===== src/hdl/avf_pkg.sv =====
package avf_pkg;

  localparam int CFG_DATA_W = 40;
  localparam int CFG_IDX_W  = 2;

  localparam logic [CFG_IDX_W-1:0] CFG_COMPANY_ID = 2'd0;
  localparam logic [CFG_IDX_W-1:0] CFG_EXPIRY_MS  = 2'd1;

  localparam logic [15:0] COMPANY_RESET   = 16'h02E1;
  localparam logic [39:0] EXPIRY_RESET    = 40'd300000;
  localparam logic [7:0]  NEW_HEADER_MARK = 8'h10;
  localparam logic [4:0]  MIN_MFG_LEN     = 5'd15;
  localparam logic [4:0]  NEW_MFG_LEN     = 5'd18;

  localparam logic [1:0] REQ_ADVERT = 2'd0;
  localparam logic [1:0] REQ_LOOKUP = 2'd1;
  localparam logic [1:0] REQ_COUNT  = 2'd2;

  typedef enum logic [2:0] {
    STAT_REJECTED = 3'd0,
    STAT_UPDATED  = 3'd1,
    STAT_NEW_SLOT = 3'd2,
    STAT_EVICTED  = 3'd3,
    STAT_HIT      = 3'd4,
    STAT_MISS     = 3'd5,
    STAT_COUNT    = 3'd6
  } avf_status_t;

  typedef enum logic [1:0] {
    S_IDLE,
    S_SCAN,
    S_FINISH
  } avf_state_t;

  typedef struct packed {
    logic [1:0]  req_type;
    logic [47:0] sender_address;
    logic [4:0]  mfg_length;
    logic [63:0] mfg_head;
    logic [39:0] now_ms;
  } avf_in_t;

  typedef struct packed {
    avf_status_t status;
    logic [5:0]  slot_index;
    logic        new_format;
    logic [7:0]  record_kind;
    logic [15:0] nonce_value;
    logic [39:0] seen_time;
    logic [6:0]  active_count;
  } avf_out_t;

  typedef struct packed {
    logic [47:0] address;
    logic [39:0] seen_time;
    logic [7:0]  record_kind;
    logic [15:0] nonce;
  } avf_slot_t;

endpackage


===== src/hdl/advert_filter_device_table.sv =====
// Channel  Direction  Handshake                 Payload
// in_      input      in_valid / in_stall       avf_pkg::avf_in_t
// out_     output     out_valid / out_stall     avf_pkg::avf_out_t
// cfg_     input      cfg_we, cfg_index         cfg_wdata (40 bits)
//
// One transaction at a time: accept, then walk the slot memory one entry per
// cycle through its registered read port, then write back and register the result.
// A hit ends the walk early for adverts and lookups; an empty table, a rejected
// advertisement or an unknown request skips the walk and goes straight to finish.
// Reset clears control, used_slots, the config and out_valid; slot contents and data registers stay undefined.
// The result register lets the next transaction enter while a result is stalled.
module advert_filter_device_table #(
  parameter int SLOT_COUNT = 16
) (
  input  logic                                clk,
  input  logic                                rst_n,
  input  logic                                in_valid,
  output logic                                in_stall,
  input  avf_pkg::avf_in_t                    in_data,
  output logic                                out_valid,
  input  logic                                out_stall,
  output avf_pkg::avf_out_t                   out_data,
  input  logic                                cfg_we,
  input  logic [avf_pkg::CFG_IDX_W-1:0]       cfg_index,
  input  logic [avf_pkg::CFG_DATA_W-1:0]      cfg_wdata
);

  localparam int IW = (SLOT_COUNT > 1) ? $clog2(SLOT_COUNT) : 1;
  localparam int CW = $clog2(SLOT_COUNT + 1);

  avf_pkg::avf_state_t state_r, state_nxt;
  avf_pkg::avf_in_t    item_r;
  avf_pkg::avf_slot_t  mem [SLOT_COUNT];
  avf_pkg::avf_slot_t  rdata_r;
  avf_pkg::avf_slot_t  hit_ent_r;
  avf_pkg::avf_slot_t  wr_ent;
  avf_pkg::avf_out_t   out_data_r;
  avf_pkg::avf_out_t   res;

  logic [15:0]    company_r;
  logic [39:0]    expiry_r;
  logic [CW-1:0]  used_r;
  logic [CW-1:0]  rd_idx_r;
  logic [IW-1:0]  cmp_idx_r;
  logic           pend_r;
  logic           found_r;
  logic [IW-1:0]  hit_idx_r;
  logic [IW-1:0]  min_idx_r;
  logic [39:0]    min_seen_r;
  logic [CW-1:0]  count_r;
  logic           out_valid_r;

  logic           in_accept;
  logic           adv_ok;
  logic           new_fmt;
  logic [7:0]     kind;
  logic [15:0]    nonce;
  logic           skip;
  logic           issue;
  logic           ent_match;
  logic           match;
  logic           ent_active;
  logic           ent_min;
  logic [39:0]    age;
  logic           has_free;
  logic           load;
  logic           wr_en;
  logic [IW-1:0]  wr_idx;
  logic           grow;

  assign in_stall  = (state_r != avf_pkg::S_IDLE);
  assign in_accept = in_valid && (state_r == avf_pkg::S_IDLE);
  assign out_valid = out_valid_r;
  assign out_data  = out_data_r;

  // header parse
  always_comb begin
    adv_ok  = (item_r.mfg_length >= avf_pkg::MIN_MFG_LEN) &&
              (item_r.mfg_head[15:0] == company_r);
    new_fmt = (item_r.mfg_head[23:16] == avf_pkg::NEW_HEADER_MARK) &&
              (item_r.mfg_length >= avf_pkg::NEW_MFG_LEN);
    kind    = new_fmt ? item_r.mfg_head[47:40] : item_r.mfg_head[23:16];
    nonce   = new_fmt ? item_r.mfg_head[63:48] : item_r.mfg_head[39:24];
    skip    = ((item_r.req_type == avf_pkg::REQ_ADVERT) && !adv_ok) ||
              ((item_r.req_type != avf_pkg::REQ_ADVERT) &&
               (item_r.req_type != avf_pkg::REQ_LOOKUP) &&
               (item_r.req_type != avf_pkg::REQ_COUNT));
  end

  // scan compare
  always_comb begin
    issue      = (state_r == avf_pkg::S_SCAN) && !skip && (rd_idx_r < used_r);
    ent_match  = pend_r && (rdata_r.address == item_r.sender_address);
    match      = ent_match && (item_r.req_type != avf_pkg::REQ_COUNT);
    age        = item_r.now_ms - rdata_r.seen_time;
    ent_active = pend_r && ((item_r.now_ms < rdata_r.seen_time) || (age < expiry_r));
    ent_min    = pend_r && ((cmp_idx_r == '0) || (rdata_r.seen_time < min_seen_r));
    has_free   = (used_r < CW'(SLOT_COUNT));
  end

  // result and write-back
  always_comb begin
    res    = '0;
    wr_idx = '0;
    grow   = 1'b0;
    case (item_r.req_type)
      avf_pkg::REQ_ADVERT: begin
        if (!skip) begin
          if (found_r) begin
            res.status = avf_pkg::STAT_UPDATED;
            wr_idx     = hit_idx_r;
          end else if (has_free) begin
            res.status = avf_pkg::STAT_NEW_SLOT;
            wr_idx     = used_r[IW-1:0];
            grow       = 1'b1;
          end else begin
            res.status = avf_pkg::STAT_EVICTED;
            wr_idx     = min_idx_r;
          end
          res.slot_index  = 6'(wr_idx);
          res.new_format  = new_fmt;
          res.record_kind = kind;
          res.nonce_value = nonce;
          res.seen_time   = item_r.now_ms;
        end
      end
      avf_pkg::REQ_LOOKUP: begin
        if (found_r) begin
          res.status      = avf_pkg::STAT_HIT;
          res.slot_index  = 6'(hit_idx_r);
          res.record_kind = hit_ent_r.record_kind;
          res.nonce_value = hit_ent_r.nonce;
          res.seen_time   = hit_ent_r.seen_time;
        end else begin
          res.status = avf_pkg::STAT_MISS;
        end
      end
      avf_pkg::REQ_COUNT: begin
        res.status       = avf_pkg::STAT_COUNT;
        res.active_count = 7'(count_r);
      end
      default: begin
        res.status = avf_pkg::STAT_REJECTED;
      end
    endcase
    wr_ent.address     = item_r.sender_address;
    wr_ent.seen_time   = item_r.now_ms;
    wr_ent.record_kind = kind;
    wr_ent.nonce       = nonce;
  end

  assign load  = (state_r == avf_pkg::S_FINISH) && (!out_valid_r || !out_stall);
  assign wr_en = load && (item_r.req_type == avf_pkg::REQ_ADVERT) && !skip;

  always_comb begin
    state_nxt = state_r;
    case (state_r)
      avf_pkg::S_IDLE: begin
        if (in_valid) begin
          state_nxt = avf_pkg::S_SCAN;
        end
      end
      avf_pkg::S_SCAN: begin
        if (skip || match || (!issue && !pend_r)) begin
          state_nxt = avf_pkg::S_FINISH;
        end
      end
      avf_pkg::S_FINISH: begin
        if (load) begin
          state_nxt = avf_pkg::S_IDLE;
        end
      end
      default: begin
        state_nxt = avf_pkg::S_IDLE;
      end
    endcase
  end

  always_ff @(posedge clk) begin
    if (!rst_n) begin
      state_r <= avf_pkg::S_IDLE;
    end else begin
      state_r <= state_nxt;
    end
  end

  always_ff @(posedge clk) begin
    if (!rst_n) begin
      company_r <= avf_pkg::COMPANY_RESET;
      expiry_r  <= avf_pkg::EXPIRY_RESET;
    end else if (cfg_we) begin
      case (cfg_index)
        avf_pkg::CFG_COMPANY_ID: company_r <= cfg_wdata[15:0];
        avf_pkg::CFG_EXPIRY_MS:  expiry_r  <= cfg_wdata[39:0];
        default: ;
      endcase
    end
  end

  // scan control
  always_ff @(posedge clk) begin
    if (!rst_n) begin
      used_r   <= '0;
      rd_idx_r <= '0;
      pend_r   <= 1'b0;
      found_r  <= 1'b0;
      count_r  <= '0;
    end else begin
      if (in_accept) begin
        rd_idx_r <= '0;
        pend_r   <= 1'b0;
        found_r  <= 1'b0;
        count_r  <= '0;
      end else if (state_r == avf_pkg::S_SCAN) begin
        if (issue) begin
          rd_idx_r <= rd_idx_r + 1'b1;
        end
        pend_r <= issue;
        if (match) begin
          found_r <= 1'b1;
        end
        if (ent_active) begin
          count_r <= count_r + 1'b1;
        end
      end
      if (wr_en && grow) begin
        used_r <= used_r + 1'b1;
      end
    end
  end

  always_ff @(posedge clk) begin
    if (in_accept) begin
      item_r <= in_data;
    end
    if (state_r == avf_pkg::S_SCAN) begin
      cmp_idx_r <= rd_idx_r[IW-1:0];
      if (match) begin
        hit_idx_r <= cmp_idx_r;
        hit_ent_r <= rdata_r;
      end
      if (ent_min) begin
        min_idx_r  <= cmp_idx_r;
        min_seen_r <= rdata_r.seen_time;
      end
    end
  end

  // slot memory: write-back in finish, reads only during scan
  always_ff @(posedge clk) begin
    if (wr_en) begin
      mem[wr_idx] <= wr_ent;
    end
    if (issue) begin
      rdata_r <= mem[rd_idx_r[IW-1:0]];
    end
  end

  always_ff @(posedge clk) begin
    if (!rst_n) begin
      out_valid_r <= 1'b0;
    end else if (load) begin
      out_valid_r <= 1'b1;
    end else if (!out_stall) begin
      out_valid_r <= 1'b0;
    end
  end

  always_ff @(posedge clk) begin
    if (load) begin
      out_data_r <= res;
    end
  end

  a_used_bound: assert property (@(posedge clk) disable iff (!rst_n)
    used_r <= CW'(SLOT_COUNT))
    else $error("used slot count beyond table size");

  a_cmp_in_range: assert property (@(posedge clk) disable iff (!rst_n)
    (pend_r && state_r == avf_pkg::S_SCAN) |-> (CW'(cmp_idx_r) < used_r))
    else $error("compare of an unused slot");

  a_load_idle: assert property (@(posedge clk) disable iff (!rst_n)
    load |=> (out_valid_r && state_r == avf_pkg::S_IDLE))
    else $error("result load did not return to idle");

  a_accept_scan: assert property (@(posedge clk) disable iff (!rst_n)
    in_accept |=> (state_r == avf_pkg::S_SCAN))
    else $error("accepted transaction did not start a scan");

  a_grow: assert property (@(posedge clk) disable iff (!rst_n)
    (wr_en && grow) |=> (used_r == CW'($past(used_r) + 1'b1)))
    else $error("new slot did not advance used count");

endmodule

===== config.mk =====
export PLATFORM = sky130hd
export DESIGN_NAME = advert_filter_device_table
export DESIGN_NICKNAME = d
export VERILOG_FILES = /design/src/hdl/avf_pkg.sv /design/src/hdl/advert_filter_device_table.sv
export SDC_FILE = /design/constraint.sdc
export NUM_CORES = 2
export LEC_CHECK = 0
export ABC_AREA = 1
export BUFFER_PORTS_ARGS = -buffer_cell sky130_fd_sc_hd__buf_2
export CAP_MARGIN = 20
export CELL_PAD_IN_SITES_DETAIL_PLACEMENT = 0
export CELL_PAD_IN_SITES_GLOBAL_PLACEMENT = 2
export CORE_ASPECT_RATIO = 0.5
export CORE_UTILIZATION = 35
export CTS_CLUSTER_DIAMETER = 120
export DETAILED_ROUTE_END_ITERATION = 10
export PLACE_DENSITY = 0.66
export SYNTH_ARGS = -nofsm -noshare
export SYNTH_HDL_FRONTEND = slang
export SYNTH_SLANG_ARGS = --single-unit

===== constraint.sdc =====
create_clock -name clk -period 10.3 [get_ports clk]
set_input_delay 0.515 -clock clk [delete_from_list [all_inputs] [get_ports clk]]
set_output_delay 0.515 -clock clk [all_outputs]
set_load 0.005 [all_outputs]

* Word-level counts from Yosys, hierarchy flattened *
Memories as Yosys holds them, arrays and structs flattened. A register that Yosys moved wholly into a read port is not among the register bits.
Index checks and enable logic that the tools add are counted.

cells by class
  add/subtract/negate cells = 4
  $mul = 0
  div/mod/pow operators = 0
  order comparisons = 7
  eq/ne operators = 14
  shift-type cells = 0
  muxes and demuxes = 27
  bitwise logic cells = 2
  reduce and logical (&&, ||, !) cells = 44

operator list
  operator             number
  $pmux 64 s2          1
  $lt 40x40->1         3
  $mux 73              1
  $mux 64              1
  $eq 48x48->1         1
  $sub 40x40->40       1
  $mux 4               5
  $logic_and 1x1->1    17
  $eq 16x16->1         1
  $mux 16              1
  $add 5x1->5 const B  3
  $pmux 6 s2           1
  $reduce_and 2->1     6
  $mux 1               10
  $pmux 3 s3           1
  $eq 8x5->1 const B   1
  $mux 2               4
  $mux 8               1
  $ne 2x2->1 const B   4
  $eq 2x1->1 const B   3
  $logic_not 1->1      6
  $logic_not 2->1      3
  $logic_or 1x1->1     6
  $pmux 2 s3           1
  11 further kinds     16

word-level totals
  register bits = 432
  bits in latches = 0
  RAM bits = 1792
  bits in read-only memories = 0
  bits of input ports = 206
  output and inout port bits = 83
  word-level logic and storage cells = 128
  memories = 1

memories
  name  depth  bits a word  read ports  clocked after memory_dff  wr ports  RTL line                          text
  mem   16     112          1           1                         1         advert_filter_device_table.sv:33  avf_pkg::avf_slot_t mem [SLOT_COUNT];

* Longest topological paths before layout *
  word-level depth = 13
  mapped depth = 28
  depth with buffers taken out = 28

* Worst setup path before layout *
No wires, ideal clock.

  kind = in2reg
  from = in out_stall
  to = mem mem[12][0] (netlist bit), enable pin
  setup time = 0.583 ns
  data arrival time = 7.500 ns
  required time = 9.717 ns
  slack = 2.217 ns
  stages on the path = 5
  buffers on the path = 0
  cell sequence = nand2_1 -> nand2_1 -> inv_1 -> nand4_2 -> nor2_1

between the ends
  word-level cells in the longest chain between the ends = 7

RTL lines
  what                             RTL line                           text
  from (decl)                      advert_filter_device_table.sv:21   input logic out_stall,
  $logic_not 1->1                  --
  $logic_or 1x1->1                 advert_filter_device_table.sv:152  assign load = (state_r == avf_pkg::S_FINISH) && (!out_valid_r || !out_stall);
  $logic_and 1x1->1                advert_filter_device_table.sv:152
  net load                         advert_filter_device_table.sv:66   logic load;
  $logic_and 1x1->1 (2 in series)  advert_filter_device_table.sv:153  assign wr_en = load && (item_r.req_type == avf_pkg::REQ_ADVERT) && !skip;
  $mux 1                           advert_filter_device_table.sv:251  if (wr_en) begin
  $mux 1 (not written as such)     advert_filter_device_table.sv:252  mem[wr_idx] <= wr_ent;
  to (decl)                        advert_filter_device_table.sv:33

The timed path passes the listed nets, and every way through them passes these cells.

* Final worst setup path *
  from = reg item_r[50] (netlist bit)
  to = mem mem[9][71] (netlist bit), enable pin

between the ends
  word-level cells in the longest chain between the ends = 9
  elaborated cells on any way between the ends = 11
  classes of those cells = eq/ne (1); mux (4); reduce/logical (6)

RTL lines
  what                          RTL line                           text
  from (decl)                   advert_filter_device_table.sv:32   avf_pkg::avf_in_t item_r;
  from (signal assigned)        advert_filter_device_table.sv:234  item_r <= in_data;
  $eq 16x16->1 *                advert_filter_device_table.sv:79   (item_r.mfg_head[15:0] == company_r);
  $logic_and 1x1->1 *           advert_filter_device_table.sv:78   adv_ok = (item_r.mfg_length >= avf_pkg::MIN_MFG_LEN) &&
  $logic_not 1->1 *             advert_filter_device_table.sv:84   skip = ((item_r.req_type == avf_pkg::REQ_ADVERT) && !adv_ok) ||
  $logic_and 1x1->1 *           advert_filter_device_table.sv:84
  $logic_or 1x1->1 *            advert_filter_device_table.sv:84
  $logic_not 1->1               advert_filter_device_table.sv:153
  $logic_and 1x1->1             advert_filter_device_table.sv:153
  $mux 1                        advert_filter_device_table.sv:251
  $mux 1 (not written as such)  advert_filter_device_table.sv:252

Every way passes the cells marked *; elsewhere a longest branch is shown, timed or not.

==> impl_metrics.csv <==
group,metric,value,unit
worst_hold_path,min_path_cells,3,
sta,relSlewSlack,0.2485,
worst_setup_path,worstSetupPathType,"reg -> reg",
worst_setup_path,crit_required,10.80,ns
floorplanning,rows,133,
floorplanning,dieArea,268800,µm²
final_layout,final_core_util,0.4076,
synth,avgSynthCellArea,12.96,µm²
final_layout,drive_above_1_share,0.09567,
power_and_ir_drop,p_switching,3999,µW
worst_setup_path,crit_path_max_fanout,52,
power_and_ir_drop,clkPwrFrac,0.417,
clocking,cts_tree,"done",
clocking,clk_latency,0.90,ns
clocking,cts_max_level,4,
floorplanning,die_w,732.2,µm
global_routing,grt_use_total,0.1999,
synth,synth_top_flop_cell,"edfxtp_1",
synth,netlist_instances,7198,
worst_setup_path,start_kind,"flop",
sta,fin_crit_sh,0.4801,
floorplanning,io_pins,289,
sta,whs,0.04096,ns
clocking,ctsLongestPathBuffers,4,
synth,synth_seq_cells,2332,
worst_setup_path,rr_worst_depth,12,
final_layout,area_growth,15.31,%
synth,synth_area_leader_cell,"edfxtp_1",
sta,grt_setup_unrepaired,"false",
sta,tightest_slew,1.127,ns
routing,ant_nets,0,
routing,drt-total-wl,276100,µm
power_and_ir_drop,power.internal,15010,µW
synth,synth_top_cells_by_count,"edfxtp_1, nor2_1, o21ai_0",
synth,synth_most_common_cell,"edfxtp_1",
sta,fmax,0.2022,GHz
power_and_ir_drop,finalPower,19010,µW
worst_setup_path,worstSetupPathDepth,12,
worst_setup_path,crit_path_end_kind,"flop",
synth,async_flop_share,0,
worst_hold_path,min_path_type,"in -> reg",
global_routing,grt_antenna_before_repair,11,
clocking,clockRootBuffer,"clkbuf_16",
floorplanning,core,263900,µm²
power_and_ir_drop,p_comb_frac,0.028,
flow_run,cap_violations,0,
synth,yosys_warnings,0,
worst_setup_path,crit_chain,"inv_1 -> nand2_1 -> nand2_1 -> nand2_1 -> nor2_1 -> nand3_1 -> nor3_4 -> buf_4 -> nand4_1 -> nor2_4 -> buf_4 -> buf_4",
power_and_ir_drop,powerDensity,176.7,nW/µm²
worst_setup_path,critPathMaxStageDelay,0.89,ns
clocking,cts_buffers,219,
synth,synth_top_area_frac,0.7261,
routing,drtPass1Iterations,5,
sta,fin_worst_skew,0.09416,ns
sta,finalSetupTns,0,ns
global_routing,overflow,0,
placed_design,dpl.hpwl,153700,µm
synth,synthDistinctLibCells,44,
clocking,postCtsSetupBuffers,0,
clocking,cts_sinks,2332,
worst_setup_path,rrSetupSlack,5.35,ns
synth,synth_area_leaders,"edfxtp_1, o21ai_0, nor2_1",
sta,fin_crit,4.945,ns
placed_design,postPlaceCellArea,98890,µm²
worst_setup_path,cp_top_family,"simple AND/OR/NAND/NOR gates",
global_routing,grt_pass1_wl,400300,µm
routing,vias,59100,
power_and_ir_drop,leakagePower,0.03677,µW
synth,syn_area,93300,µm²
sta,hold_viol_final,0,
power_and_ir_drop,ir_worst_vdd,0.1324,mV
sta,setup_violations,0,
outcome,status,"finished clean",
placed_design,io_buffers,284,
global_routing,grt_max_degree,184,
floorplanning,die_y,367.1,µm
placed_design,gp_congestion,0.7810,
routing,avgViaCountPerCell,5.229,
worst_setup_path,slowest_stage,"nor2_4",
synth,yosysSeqAreaShare,0.7424,
routing,routedWlPerCell,24.43,µm
power_and_ir_drop,power_frac_seq,0.555,
power_and_ir_drop,switching_share,0.2103,
clocking,clk_pin_slew,0.06,ns
final_layout,nNetsFinal,7965,
routing,drt_iter0_markers,5414,
worst_setup_path,critical_path_arrival,5.45,ns
sta,slew_viol_final,0,
worst_setup_path,crit_buf_inv,4,
global_routing,grt_pass1_vias,57540,
floorplanning,start_util,0.3535,
routing,drc_errors,0,
final_layout,design_area,107600,µm²
synth,synth-edff-count,2256,
[stage by stage]
stage,cells,setup slack [ns]
floorplan,7201,2.217
CTS,11300,5.323
detailed placement,10720,5.272
global route,11300,5.076
global placement,10720,5.300
finish,11300,5.355
[tightest hold or removal path, stage by stage]
cell     delay (ns)
buf_2          0.08
o21ai_0        0.10
a21oi_1        0.12
[power groups by stage]
stage,clock (µW),sequential [µW],combinational [µW]
final,7930,10600,526
after global routing,8460,10600,585
after CTS,8120,10600,534
after detailed placement,0,10800,473
after global placement,0,10800,474
after floorplan,0,10700,229
[path summary, 6_finish.rpt]
path / from / end
min reg2reg: rdata_r[21] / hit_ent_r[21]
min: cfg_wdata[27] / expiry_r[27]
max reg2reg: item_r[50] / mem[9][71]
max: item_r[50] / mem[9][71]
[metal layers]
layer	GRT usage	vias to the layer above	routed length, µm
met5	0	-	8
met2	0.3038	1455	120800
met4	0.03807	2	4830
met3	0.03511	324	16800
li1	-	27300	-
met1	0.3016	30020	133600
[final cells by class]
type | instances | area [µm²]
Inverter | 391 | 1510
Tap cell | 3510 | 4392
Sequential cell | 2332 | 69280
Clock buffer | 277 | 5814
Fill cell | 24760 | 156300
Timing Repair Buffer | 611 | 4529
Multi-Input combinational cell | 4073 | 21140
Antenna cell | 5 | 12.51
Clock inverter | 103 | 904.6
[sequential cells by signal, indices dropped and copies added, names as in the netlist]
signal / count
mem: 1792
item_r: 159
rdata_r: 112
out_data: 77
hit_ent_r: 64
expiry_r: 40
min_seen_r: 40
company_r: 16
count_r: 5
rd_idx_r: 5
used_r: 5
cmp_idx_r: 4
hit_idx_r: 4
min_idx_r: 4
state_r: 2
found_r: 1
out_valid: 1
pend_r: 1
[cell families (layout without fill, tap and decap cells)]
| group | after synthesis | in the layout | synth area share |
|---|---|---|---|
| flops | 2332 | 2332 | 0.7424 |
| fa+ha+maj | 131 | 131 | 0.01765 |
| buf+inv | 796 | 1382 | 0.03284 |
| xor+xnor | 58 | 58 | 0.005445 |
| compound gates | 1754 | 1754 | 0.1098 |
| simple gates | 2126 | 2126 | 0.09187 |
| other cells | 1 | 9 | 0.00004019 |
[what timing repair did]
action	in CTS	in global routing
endpoints found under the hold margin	207	0
hold buffers	196	0
resized for setup	0	0
endpoints found under the setup margin	0	0
[cell usage in the layout (no fill, tap or decap), types with 49 or more instances in the layout]
cell and instances:
o22ai_1 262, o21ai_0 1012, clkinv_1 49, dfxtp_1 72, buf_4 118, inv_1 375
dlygate4sd3_1 196, buf_2 284, nand3_1 287, o211ai_1 55, edfxtp_1 2256, ha_1 129
a21oi_1 151, nor2_1 1079, clkbuf_1 52, nand2_1 661, o221ai_1 186, clkbuf_16 224
Note: power is estimated with default switching activity, not from simulation.
